`src/hdl/blob_tracker_vehicle_counter_macros.svh`:
```
// Assertion macros shared by the blob tracker and vehicle counter RTL.
`ifndef BLOB_TRACKER_VEHICLE_COUNTER_MACROS_SVH
`define BLOB_TRACKER_VEHICLE_COUNTER_MACROS_SVH

// Same-cycle implication, checked on clk_i and disabled while rst_ni is low.
`define BTVC_ASSERT_IMPL(lbl, ante, cons, msg) \
  lbl: assert property (@(posedge clk_i) disable iff (!rst_ni) (ante) |-> (cons)) \
    else $error(msg);

// Next-cycle implication, checked on clk_i and disabled while rst_ni is low.
`define BTVC_ASSERT_NEXT(lbl, ante, cons, msg) \
  lbl: assert property (@(posedge clk_i) disable iff (!rst_ni) (ante) |=> (cons)) \
    else $error(msg);

`endif

```
`src/hdl/btvc_pkg.sv`:
```
// Types and constants shared by the blob tracker and vehicle counter modules.
package btvc_pkg;

  typedef enum logic [1:0] {
    OP_BLOB  = 2'd0,
    OP_PURGE = 2'd1,
    OP_CLEAR = 2'd2,
    OP_NONE  = 2'd3
  } op_e;

  typedef enum logic [2:0] {
    ST_MATCHED = 3'd0,
    ST_NEW     = 3'd1,
    ST_SMALL   = 3'd2,
    ST_FULL    = 3'd3,
    ST_PURGED  = 3'd4,
    ST_CLEARED = 3'd5
  } status_e;

  typedef enum logic [1:0] {
    CLS_NONE  = 2'd0,
    CLS_BIKE  = 2'd1,
    CLS_CAR   = 2'd2,
    CLS_TRUCK = 2'd3
  } cls_e;

  typedef enum logic [2:0] {
    CFG_FRAME_WIDTH  = 3'd0,
    CFG_EDGE_MARGIN  = 3'd1,
    CFG_MIN_AREA     = 3'd2,
    CFG_CAR_AREA     = 3'd3,
    CFG_TRUCK_AREA   = 3'd4,
    CFG_MATCH_DIST   = 3'd5,
    CFG_STALE_AGE    = 3'd6
  } cfg_e;

  typedef enum logic [2:0] {
    S_IDLE,
    S_LIMIT,
    S_READ,
    S_DIST_X,
    S_DIST_Y,
    S_COMMIT,
    S_DONE
  } state_e;

  localparam int unsigned CoordW = 12;
  localparam int unsigned AreaW  = 22;
  localparam int unsigned FrameW = 24;
  localparam int unsigned IdW    = 32;
  localparam int unsigned CfgW   = 22;
  localparam int unsigned OutCntW = 16;

  typedef struct packed {
    logic [CoordW-1:0] centre_x;
    logic [CoordW-1:0] centre_y;
    logic [CoordW-1:0] previous_x;
    logic [FrameW-1:0] last_seen;
    cls_e              track_class;
    logic [IdW-1:0]    creation;
  } slot_t;

  typedef struct packed {
    op_e  op;
    logic too_small;
    logic purge_mode;
    logic skip;
  } stat_t;

  typedef struct packed {
    state_e state;
    logic   last;
  } ctl_t;

endpackage

```
`src/hdl/btvc_ram.sv`:
```
// Generic simple dual-port RAM with one write port and a registered read port.
module btvc_ram #(
  parameter int unsigned WIDTH = 8,
  parameter int unsigned DEPTH = 16,
  localparam int unsigned AddrW = (DEPTH > 1) ? $clog2(DEPTH) : 1
) (
  input  logic             clk_i,
  input  logic             we_i,
  input  logic [AddrW-1:0] waddr_i,
  input  logic [WIDTH-1:0] wdata_i,
  input  logic             re_i,
  input  logic [AddrW-1:0] raddr_i,
  output logic [WIDTH-1:0] rdata_o
);

  logic [WIDTH-1:0] mem_q [DEPTH];
  logic [WIDTH-1:0] rdata_q;

  always_ff @(posedge clk_i) begin
    if (we_i) begin
      mem_q[waddr_i] <= wdata_i;
    end
    if (re_i) begin
      rdata_q <= mem_q[raddr_i];
    end
  end

  assign rdata_o = rdata_q;

endmodule

```
`src/hdl/btvc_counters.sv`:
```
// Six saturating vehicle counters, indexed by class and direction.
module btvc_counters #(
  parameter int unsigned COUNT_BITS = 16
) (
  input  logic                  clk_i,
  input  logic                  rst_ni,
  input  logic                  clr_i,
  input  logic                  inc_i,
  input  logic [2:0]            sel_i,
  output logic [COUNT_BITS-1:0] cnt_o [6]
);

  logic [COUNT_BITS-1:0] cnt_q [6];

  always_ff @(posedge clk_i or negedge rst_ni) begin
    if (!rst_ni) begin
      for (int k = 0; k < 6; k++) begin
        cnt_q[k] <= '0;
      end
    end else if (clr_i) begin
      for (int k = 0; k < 6; k++) begin
        cnt_q[k] <= '0;
      end
    end else if (inc_i) begin
      for (int k = 0; k < 6; k++) begin
        if (sel_i == 3'(k) && cnt_q[k] != '1) begin
          cnt_q[k] <= cnt_q[k] + 1'b1;
        end
      end
    end
  end

  assign cnt_o = cnt_q;

endmodule

```
`src/hdl/btvc_ctrl.sv`:
```
// Sequencer that steps the shared distance unit over the track slots.
module btvc_ctrl #(
  parameter int unsigned TRACK_SLOTS = 16,
  localparam int unsigned SlotW = $clog2(TRACK_SLOTS)
) (
  input  logic              clk_i,
  input  logic              rst_ni,
  input  logic              start_i,
  input  btvc_pkg::stat_t   stat_i,
  output logic              busy_o,
  output btvc_pkg::ctl_t    ctl_o,
  output logic [SlotW-1:0]  idx_o
);

  btvc_pkg::state_e state_q, state_d;
  logic [SlotW-1:0] idx_q, idx_d;
  logic             last;

  assign last = (idx_q == SlotW'(TRACK_SLOTS - 1));

  always_comb begin
    state_d = state_q;
    unique case (state_q)
      btvc_pkg::S_IDLE: begin
        if (start_i) begin
          unique case (stat_i.op)
            btvc_pkg::OP_BLOB: begin
              state_d = stat_i.too_small ? btvc_pkg::S_DONE : btvc_pkg::S_LIMIT;
            end
            btvc_pkg::OP_PURGE: state_d = btvc_pkg::S_READ;
            btvc_pkg::OP_CLEAR: state_d = btvc_pkg::S_DONE;
            btvc_pkg::OP_NONE:  state_d = btvc_pkg::S_IDLE;
          endcase
        end
      end
      btvc_pkg::S_LIMIT: state_d = btvc_pkg::S_READ;
      btvc_pkg::S_READ:  state_d = btvc_pkg::S_DIST_X;
      btvc_pkg::S_DIST_X: begin
        if (stat_i.purge_mode || stat_i.skip) begin
          if (!last) begin
            state_d = btvc_pkg::S_READ;
          end else if (stat_i.purge_mode) begin
            state_d = btvc_pkg::S_DONE;
          end else begin
            state_d = btvc_pkg::S_COMMIT;
          end
        end else begin
          state_d = btvc_pkg::S_DIST_Y;
        end
      end
      btvc_pkg::S_DIST_Y: state_d = last ? btvc_pkg::S_COMMIT : btvc_pkg::S_READ;
      btvc_pkg::S_COMMIT: state_d = btvc_pkg::S_DONE;
      btvc_pkg::S_DONE:   state_d = btvc_pkg::S_IDLE;
    endcase
  end

  always_comb begin
    idx_d = idx_q;
    if (state_q == btvc_pkg::S_IDLE) begin
      idx_d = '0;
    end else if ((state_q == btvc_pkg::S_DIST_X || state_q == btvc_pkg::S_DIST_Y) &&
                 state_d == btvc_pkg::S_READ) begin
      idx_d = idx_q + 1'b1;
    end
  end

  always_comb begin
    busy_o      = (state_q != btvc_pkg::S_IDLE);
    ctl_o.state = state_q;
    ctl_o.last  = last;
    idx_o       = idx_q;
  end

  always_ff @(posedge clk_i or negedge rst_ni) begin
    if (!rst_ni) begin
      state_q <= btvc_pkg::S_IDLE;
      idx_q   <= '0;
    end else begin
      state_q <= state_d;
      idx_q   <= idx_d;
    end
  end

endmodule

```
`src/hdl/blob_tracker_vehicle_counter.sv`:
```
// Top level of the blob tracker and vehicle counter with its slot-scan datapath.
// A blob request squares the match distance, then reads each slot and squares dx and, for a
// live slot only, dy, then commits; the single 12x12 squaring unit serves every slot. Purge
// reads and checks each slot in turn, and a small blob or a clear goes straight to the result
// strobe. A new request is taken the cycle after the strobe.
// Reset clears the slot valid bits, counters and track number and reloads the register defaults.
`include "blob_tracker_vehicle_counter_macros.svh"

module blob_tracker_vehicle_counter #(
  parameter int unsigned TRACK_SLOTS = 16,
  parameter int unsigned COUNT_BITS  = 16
) (
  input  logic        clk_i,
  input  logic        rst_ni,
  input  logic        cfg_we_i,
  input  logic [2:0]  cfg_idx_i,
  input  logic [21:0] cfg_wdata_i,
  input  logic        start,
  output logic        busy,
  input  logic [1:0]  opcode_i,
  input  logic [11:0] box_x_i,
  input  logic [11:0] box_y_i,
  input  logic [11:0] box_width_i,
  input  logic [11:0] box_height_i,
  input  logic [21:0] blob_area_i,
  input  logic [23:0] frame_number_i,
  output logic        done_o,
  output logic [2:0]  status_o,
  output logic [31:0] track_id_o,
  output logic [1:0]  vehicle_class_o,
  output logic        heading_right_o,
  output logic        counted_now_o,
  output logic [15:0] bikes_left_o,
  output logic [15:0] bikes_right_o,
  output logic [15:0] cars_left_o,
  output logic [15:0] cars_right_o,
  output logic [15:0] trucks_left_o,
  output logic [15:0] trucks_right_o
);

  localparam int unsigned SlotW = $clog2(TRACK_SLOTS);
  localparam int unsigned SlotBits = $bits(btvc_pkg::slot_t);

  // Configuration registers.
  logic [11:0] frame_width_q;
  logic [10:0] edge_margin_q;
  logic [21:0] min_area_q, car_area_q, truck_area_q;
  logic [11:0] match_dist_q;
  logic [7:0]  stale_age_q;

  // Request registers.
  btvc_pkg::op_e op_q;
  logic [11:0] cx_q, cy_q;
  logic [21:0] area_q;
  logic [23:0] frame_q;

  // Scan state.
  logic [TRACK_SLOTS-1:0] valid_q;
  logic [31:0] next_num_q;
  logic [23:0] limit_q, dsq_q;
  logic        found_q, free_found_q;
  logic [SlotW-1:0] best_idx_q, free_idx_q;
  logic [31:0] best_age_q, best_id_q;
  logic [11:0] best_cx_q;
  btvc_pkg::cls_e best_cls_q;

  // Result registers.
  btvc_pkg::status_e res_status_q;
  logic [31:0] res_id_q;
  btvc_pkg::cls_e res_cls_q;
  logic        res_right_q, res_counted_q;

  btvc_pkg::ctl_t  ctl;
  btvc_pkg::stat_t stat;
  logic [SlotW-1:0] idx;
  logic        accept;

  logic [12:0] cx_sum, cy_sum;
  logic [11:0] cx_in, cy_in;

  logic [SlotBits-1:0] ram_rdata;
  btvc_pkg::slot_t     rd_slot, wr_slot;
  logic        ram_we;
  logic [SlotW-1:0] target;

  logic [11:0] mul_a, dx, dy;
  logic [23:0] prod;
  logic [23:0] age;
  logic        stale;
  logic [24:0] dist_sum;
  logic [31:0] cand_age;
  logic        better;

  logic [11:0] prev_x;
  btvc_pkg::cls_e cls_old, cls_area, cls_new;
  logic        right, in_margin, do_count, have_slot;
  logic signed [13:0] right_edge, cx_s;

  logic [COUNT_BITS-1:0] cnt [6];

  assign accept = start && !busy;

  assign cx_sum = {1'b0, box_x_i} + {2'b0, box_width_i[11:1]};
  assign cy_sum = {1'b0, box_y_i} + {2'b0, box_height_i[11:1]};
  assign cx_in  = cx_sum[12] ? 12'hFFF : cx_sum[11:0];
  assign cy_in  = cy_sum[12] ? 12'hFFF : cy_sum[11:0];

  assign stat.op         = btvc_pkg::op_e'(opcode_i);
  assign stat.too_small  = (blob_area_i <= min_area_q);
  assign stat.purge_mode = (op_q == btvc_pkg::OP_PURGE);
  assign stat.skip       = !valid_q[idx] || stale;

  btvc_ctrl #(
    .TRACK_SLOTS(TRACK_SLOTS)
  ) u_ctrl (
    .clk_i  (clk_i),
    .rst_ni (rst_ni),
    .start_i(start),
    .stat_i (stat),
    .busy_o (busy),
    .ctl_o  (ctl),
    .idx_o  (idx)
  );

  btvc_ram #(
    .WIDTH(SlotBits),
    .DEPTH(TRACK_SLOTS)
  ) u_slots (
    .clk_i  (clk_i),
    .we_i   (ram_we),
    .waddr_i(target),
    .wdata_i(wr_slot),
    .re_i   (ctl.state == btvc_pkg::S_READ),
    .raddr_i(idx),
    .rdata_o(ram_rdata)
  );

  assign rd_slot = btvc_pkg::slot_t'(ram_rdata);

  // Shared squaring unit and slot checks.
  assign dx = (cx_q > rd_slot.centre_x) ? cx_q - rd_slot.centre_x : rd_slot.centre_x - cx_q;
  assign dy = (cy_q > rd_slot.centre_y) ? cy_q - rd_slot.centre_y : rd_slot.centre_y - cy_q;

  always_comb begin
    if (ctl.state == btvc_pkg::S_LIMIT) begin
      mul_a = match_dist_q;
    end else if (ctl.state == btvc_pkg::S_DIST_Y) begin
      mul_a = dy;
    end else begin
      mul_a = dx;
    end
  end

  assign prod     = {12'b0, mul_a} * {12'b0, mul_a};
  assign age      = frame_q - rd_slot.last_seen;
  assign stale    = (age >= {16'b0, stale_age_q});
  assign dist_sum = {1'b0, dsq_q} + {1'b0, prod};
  assign cand_age = next_num_q - rd_slot.creation;
  assign better   = (dist_sum < {1'b0, limit_q}) && (!found_q || cand_age > best_age_q);

  // Commit: update or allocate the track and classify it.
  always_comb begin
    have_slot = found_q || free_found_q;
    if (found_q) begin
      target  = best_idx_q;
      prev_x  = best_cx_q;
      cls_old = best_cls_q;
    end else begin
      target  = free_idx_q;
      prev_x  = cx_q;
      cls_old = btvc_pkg::CLS_NONE;
    end
    right      = (prev_x < cx_q);
    right_edge = $signed({2'b0, frame_width_q}) - $signed({3'b0, edge_margin_q});
    cx_s       = $signed({2'b0, cx_q});
    in_margin  = (cx_q > {1'b0, edge_margin_q}) && (cx_s < right_edge);
    if (area_q < car_area_q) begin
      cls_area = btvc_pkg::CLS_BIKE;
    end else if (area_q < truck_area_q) begin
      cls_area = btvc_pkg::CLS_CAR;
    end else begin
      cls_area = btvc_pkg::CLS_TRUCK;
    end
    do_count = (ctl.state == btvc_pkg::S_COMMIT) && have_slot &&
               (cls_old == btvc_pkg::CLS_NONE) && in_margin;
    cls_new  = do_count ? cls_area : cls_old;
    ram_we   = (ctl.state == btvc_pkg::S_COMMIT) && have_slot;
    wr_slot.centre_x    = cx_q;
    wr_slot.centre_y    = cy_q;
    wr_slot.previous_x  = prev_x;
    wr_slot.last_seen   = frame_q;
    wr_slot.track_class = cls_new;
    wr_slot.creation    = found_q ? best_id_q : next_num_q;
  end

  btvc_counters #(
    .COUNT_BITS(COUNT_BITS)
  ) u_counters (
    .clk_i (clk_i),
    .rst_ni(rst_ni),
    .clr_i (accept && opcode_i == btvc_pkg::OP_CLEAR),
    .inc_i (do_count),
    .sel_i ({cls_new - 2'd1, right}),
    .cnt_o (cnt)
  );

  always_ff @(posedge clk_i or negedge rst_ni) begin
    if (!rst_ni) begin
      frame_width_q <= 12'd640;
      edge_margin_q <= 11'd200;
      min_area_q    <= 22'd8000;
      car_area_q    <= 22'd18000;
      truck_area_q  <= 22'd80000;
      match_dist_q  <= 12'd150;
      stale_age_q   <= 8'd5;
    end else if (cfg_we_i) begin
      unique case (btvc_pkg::cfg_e'(cfg_idx_i))
        btvc_pkg::CFG_FRAME_WIDTH: frame_width_q <= cfg_wdata_i[11:0];
        btvc_pkg::CFG_EDGE_MARGIN: edge_margin_q <= cfg_wdata_i[10:0];
        btvc_pkg::CFG_MIN_AREA:    min_area_q    <= cfg_wdata_i;
        btvc_pkg::CFG_CAR_AREA:    car_area_q    <= cfg_wdata_i;
        btvc_pkg::CFG_TRUCK_AREA:  truck_area_q  <= cfg_wdata_i;
        btvc_pkg::CFG_MATCH_DIST:  match_dist_q  <= cfg_wdata_i[11:0];
        btvc_pkg::CFG_STALE_AGE:   stale_age_q   <= cfg_wdata_i[7:0];
        default: ;
      endcase
    end
  end

  always_ff @(posedge clk_i or negedge rst_ni) begin
    if (!rst_ni) begin
      valid_q      <= '0;
      next_num_q   <= '0;
      found_q      <= 1'b0;
      free_found_q <= 1'b0;
    end else begin
      if (accept) begin
        found_q      <= 1'b0;
        free_found_q <= 1'b0;
      end
      if (ctl.state == btvc_pkg::S_DIST_X) begin
        if (op_q == btvc_pkg::OP_PURGE) begin
          if (valid_q[idx] && stale) begin
            valid_q[idx] <= 1'b0;
          end
        end else if (!valid_q[idx] && !free_found_q) begin
          free_found_q <= 1'b1;
        end
      end
      if (ctl.state == btvc_pkg::S_DIST_Y && better) begin
        found_q <= 1'b1;
      end
      if (ctl.state == btvc_pkg::S_COMMIT && !found_q && free_found_q) begin
        valid_q[free_idx_q] <= 1'b1;
        next_num_q          <= next_num_q + 1'b1;
      end
    end
  end

  always_ff @(posedge clk_i) begin
    if (accept) begin
      op_q          <= btvc_pkg::op_e'(opcode_i);
      cx_q          <= cx_in;
      cy_q          <= cy_in;
      area_q        <= blob_area_i;
      frame_q       <= frame_number_i;
      res_id_q      <= '0;
      res_cls_q     <= btvc_pkg::CLS_NONE;
      res_right_q   <= 1'b0;
      res_counted_q <= 1'b0;
      priority if (opcode_i == btvc_pkg::OP_PURGE) begin
        res_status_q <= btvc_pkg::ST_PURGED;
      end else if (opcode_i == btvc_pkg::OP_CLEAR) begin
        res_status_q <= btvc_pkg::ST_CLEARED;
      end else begin
        res_status_q <= btvc_pkg::ST_SMALL;
      end
    end
    if (ctl.state == btvc_pkg::S_LIMIT) begin
      limit_q <= prod;
    end
    if (ctl.state == btvc_pkg::S_DIST_X) begin
      dsq_q <= prod;
      if (op_q != btvc_pkg::OP_PURGE && !valid_q[idx] && !free_found_q) begin
        free_idx_q <= idx;
      end
    end
    if (ctl.state == btvc_pkg::S_DIST_Y && better) begin
      best_idx_q <= idx;
      best_age_q <= cand_age;
      best_cx_q  <= rd_slot.centre_x;
      best_cls_q <= rd_slot.track_class;
      best_id_q  <= rd_slot.creation;
    end
    if (ctl.state == btvc_pkg::S_COMMIT) begin
      if (have_slot) begin
        res_status_q  <= found_q ? btvc_pkg::ST_MATCHED : btvc_pkg::ST_NEW;
        res_id_q      <= wr_slot.creation;
        res_cls_q     <= cls_new;
        res_right_q   <= right;
        res_counted_q <= do_count;
      end else begin
        res_status_q  <= btvc_pkg::ST_FULL;
      end
    end
  end

  assign done_o          = (ctl.state == btvc_pkg::S_DONE);
  assign status_o        = res_status_q;
  assign track_id_o      = res_id_q;
  assign vehicle_class_o = res_cls_q;
  assign heading_right_o = res_right_q;
  assign counted_now_o   = res_counted_q;
  assign bikes_left_o    = 16'(cnt[0]);
  assign bikes_right_o   = 16'(cnt[1]);
  assign cars_left_o     = 16'(cnt[2]);
  assign cars_right_o    = 16'(cnt[3]);
  assign trucks_left_o   = 16'(cnt[4]);
  assign trucks_right_o  = 16'(cnt[5]);

  `BTVC_ASSERT_NEXT(a_busy_after_request, accept && opcode_i != btvc_pkg::OP_NONE, busy, "A request did not make the block busy.")
  `BTVC_ASSERT_NEXT(a_single_strobe, done_o, !done_o, "The result strobe lasted more than one cycle.")
  `BTVC_ASSERT_NEXT(a_track_number_hold, ctl.state != btvc_pkg::S_COMMIT, $stable(next_num_q), "The track number moved outside a commit.")
  `BTVC_ASSERT_IMPL(a_count_needs_track, done_o && counted_now_o, status_o == btvc_pkg::ST_MATCHED || status_o == btvc_pkg::ST_NEW, "A count was reported without a track.")

endmodule

```
`config.mk`:
```
export PLATFORM = sky130hd
export DESIGN_NAME = blob_tracker_vehicle_counter
export DESIGN_NICKNAME = d
export VERILOG_FILES = /design/src/hdl/btvc_pkg.sv /design/src/hdl/btvc_ram.sv /design/src/hdl/btvc_counters.sv /design/src/hdl/btvc_ctrl.sv /design/src/hdl/blob_tracker_vehicle_counter.sv
export VERILOG_INCLUDE_DIRS = /design/src /design/src/hdl
export SDC_FILE = /design/constraint.sdc
export NUM_CORES = 2
export LEC_CHECK = 0
export BUFFER_PORTS_ARGS = -buffer_cell sky130_fd_sc_hd__buf_2
export CAP_MARGIN = 20
export CORE_ASPECT_RATIO = 1.25
export CORE_UTILIZATION = 40
export CTS_CLUSTER_DIAMETER = 60
export DETAILED_ROUTE_END_ITERATION = 12
export REMOVE_ABC_BUFFERS = 1
export SLEW_MARGIN = 25
export SYNTH_ARGS = -nofsm -noshare
export SYNTH_HDL_FRONTEND = slang
export SYNTH_SLANG_ARGS = --single-unit
```
`constraint.sdc`:
```
create_clock -name clk_i -period 25.9 [get_ports clk_i]
set_clock_uncertainty 0.2 [all_clocks]
set_input_delay 0 -clock clk_i [delete_from_list [all_inputs] [get_ports clk_i]]
set_output_delay 0 -clock clk_i [all_outputs]
set_load 0.02 [all_outputs]
```
==> run metrics <==
status finished clean; H-tree Lvls 4; NumNets Final 6698; crit end category flop; share of post-route cells with drive strength above 1 0.199; Hold Path Class input pin to flop; routability cong. 0.840; routed vias 49253; startpoint types flop; DIE AREA 219000 sq um; Final Cycle Share 0.560; Synth area leaders edfxtp_1, mux4_2, dfrtp_1; Worst Hold Launch box_y_i[10]; Pre-antenna DRT Iters 6; Pins Over Slew Limit 0; slew margin rel. 0.294; Seq/Total Area, Yosys 0.637; mapped cell area 86900 sq um; Clock Path Buffers 3; first-pass GRT wire length 321000 um; DR DRC count 0; clk slew on worst S/H paths 0.06 ns; minimum clock period 14.51 ns; CTS Root Cell clkbuf_16; Final setup viols 0; gr usage total 0.194; crit path DAT 14.75 ns; Netlist cell types 105; I/O pin count 262; Iter 0 DRT Violations 3708; ys flop type edfxtp_1; antenna violation net count after detailed routing 0; top-count cell post-synth edfxtp_1; core area 215000 sq um; Critical Path RT 26.15 ns; ys async rst share 0.138; WL/cell 23.2 um; row count 190; Avg Cell Area, Syn 15.8 sq um; Worst path slowest cell edfxtp_1; Slew @ Worst Pin 1.06 ns; Worst Path Max Fanout 42; largest net degree at the start of global routing 90; port bufs 259; CP most frequent cell ha_1; CTS buffer count 187; CP startpoint cx_q[5]; final hold vios 0; initial core utilization 0.404; Post-synth EDFFs 1601; clk sink count 1899; DP HPWL 128000 um; Synth top area share 0.553; reg2reg start cx_q[5]; area grow syn2layout 15.7%; largest area contributor in the netlist edfxtp_1; Routed WL 212000 um; RSZ-0062 raised after global routing no; initial antenna violation count 1; CP peak stage delay 0.93 ns; setup TNS 0 ns; clk_lat worst skew 0.83 ns; Die Y 523 um; Die Wd 419 um; vias in the first global route 51505; via/cell ratio 5.39; post-synthesis register bit count 1899; top cells by count, synth edfxtp_1, inv_1, mux4_2; Post-Syn Instances 5496; max-capacitance violation count 0; Ys Warns 0; grt ovf 0; Crit Path Class flop to flop; Max Freq 68.9 MHz; CTS tree yes
## cells in the final DEF (no fill, tap or decap), types with 51 or more instances in the layout
cell type / n
nor3_1: 51
nor2_1: 244
xor2_1: 80
xnor2_1: 120
a21oi_1: 170
dfrtp_1: 230
mux4_2: 415
buf_2: 258
mux2_2: 94
nand2b_1: 51
edfxtp_1: 1601
a21o_1: 86
inv_1: 436
and3_1: 52
clkbuf_16: 195
clkbuf_1: 57
ha_1: 388
buf_4: 78
fa_1: 91
nand2_1: 257
dlygate4sd3_1: 257
nand3_1: 94
nand4_1: 69
o21ai_0: 191
## timing repair
item,CTS,global route
hold endpoints to repair,465,0
gates resized for setup,0,0
hold buffers,258,0
setup buffers,0,0
## final cells by class
type                    count  area (sq um)
fillers                 18485        115000
flip-flops and latches   1899         55400
multi-input cells        2963         29200
clock buffers             266          5290
repair buffers            602          4610
well taps                2880          3600
inverters                 441          1660
clock inverters            81           754
diodes                      2          5.00
## path summary, 6_finish.rpt
kind	slack [ns]	cells after the start	to
max	11.39	43	best_id_q[13]
min	0.11	5	cy_q[11]
max reg2reg	11.39	43	best_id_q[13]
min reg2reg	0.22	0	best_cls_q[0]
max in group asynchronous	24.28	4	u_ctrl.idx_o[3]
min in group asynchronous	0.19	3	truck_area_q[7]
## worst max-delay path: cells and delay by family (launching register included)
family	cells	cell delay, ns
simple gates	5	1.28
xor+xnor	2	0.31
buf+inv	6	1.25
flops	1	0.93
compound gates	20	6.08
fa+ha+maj	9	3.68
mux	1	0.31
## kinds of logic (layout without fill, tap and decap cells)
kind of cell               count (synthesis)  in the layout  synth area share
and+or+nand+nor                         1015           1015            0.0581
adders and majority gates                479            479            0.0768
other                                      0              2                 0
xor gates and xnor gates                 200            200            0.0202
buffers and inverters                    634           1390            0.0282
muxes                                    537            537             0.123
AOI/OAI and AO/OA                        732            732            0.0562
DFF                                     1899           1899             0.637
## stage by stage
stage / setup WS [ns] / hold WS, ns / area, sq um / utilization / cells
6_report: 11.39 / 0.106 / 101000 / 0.467 / 9134
3_3_place_gp: 11.54 / -0.136 / 91800 / 0.427 / 8524
5_1_grt: 10.55 / 0.0538 / 101000 / 0.467 / 9133
2_1_floorplan: 10.91 / -0.496 / 86100 / - / 5303
3_5_place_dp: 11.45 / -0.135 / 91900 / 0.427 / 8525
4_1_cts: 11.39 / 0.00836 / 101000 / 0.467 / 9130
## routing by layer
layer / GRT usage / vias to the layer above / part of all wire / wire length (um)
met1: 0.247 / 25672 / 0.42 / 88300
met2: 0.348 / 1113 / 0.52 / 110000
met3: 0.0289 / 233 / 0.046 / 9710
li1: - / 22235 / - / -
met4: 0.0449 / 0 / 0.019 / 4130
met5: 0 / - / 0 / 0
## sequential cells by signal (all words and copies together), names as in the netlist, 24 cells and up
name / count
frame_q: 24
u_slots.mem_q: 1312
u_counters.cnt_o: 96
next_num_q: 32
best_age_q: 32
track_id_o: 32
u_slots.rdata_o: 82
best_id_q: 32
Power is not shown: default switching activity piles up to over one toggle a cycle in this logic, so the estimate is an artifact.
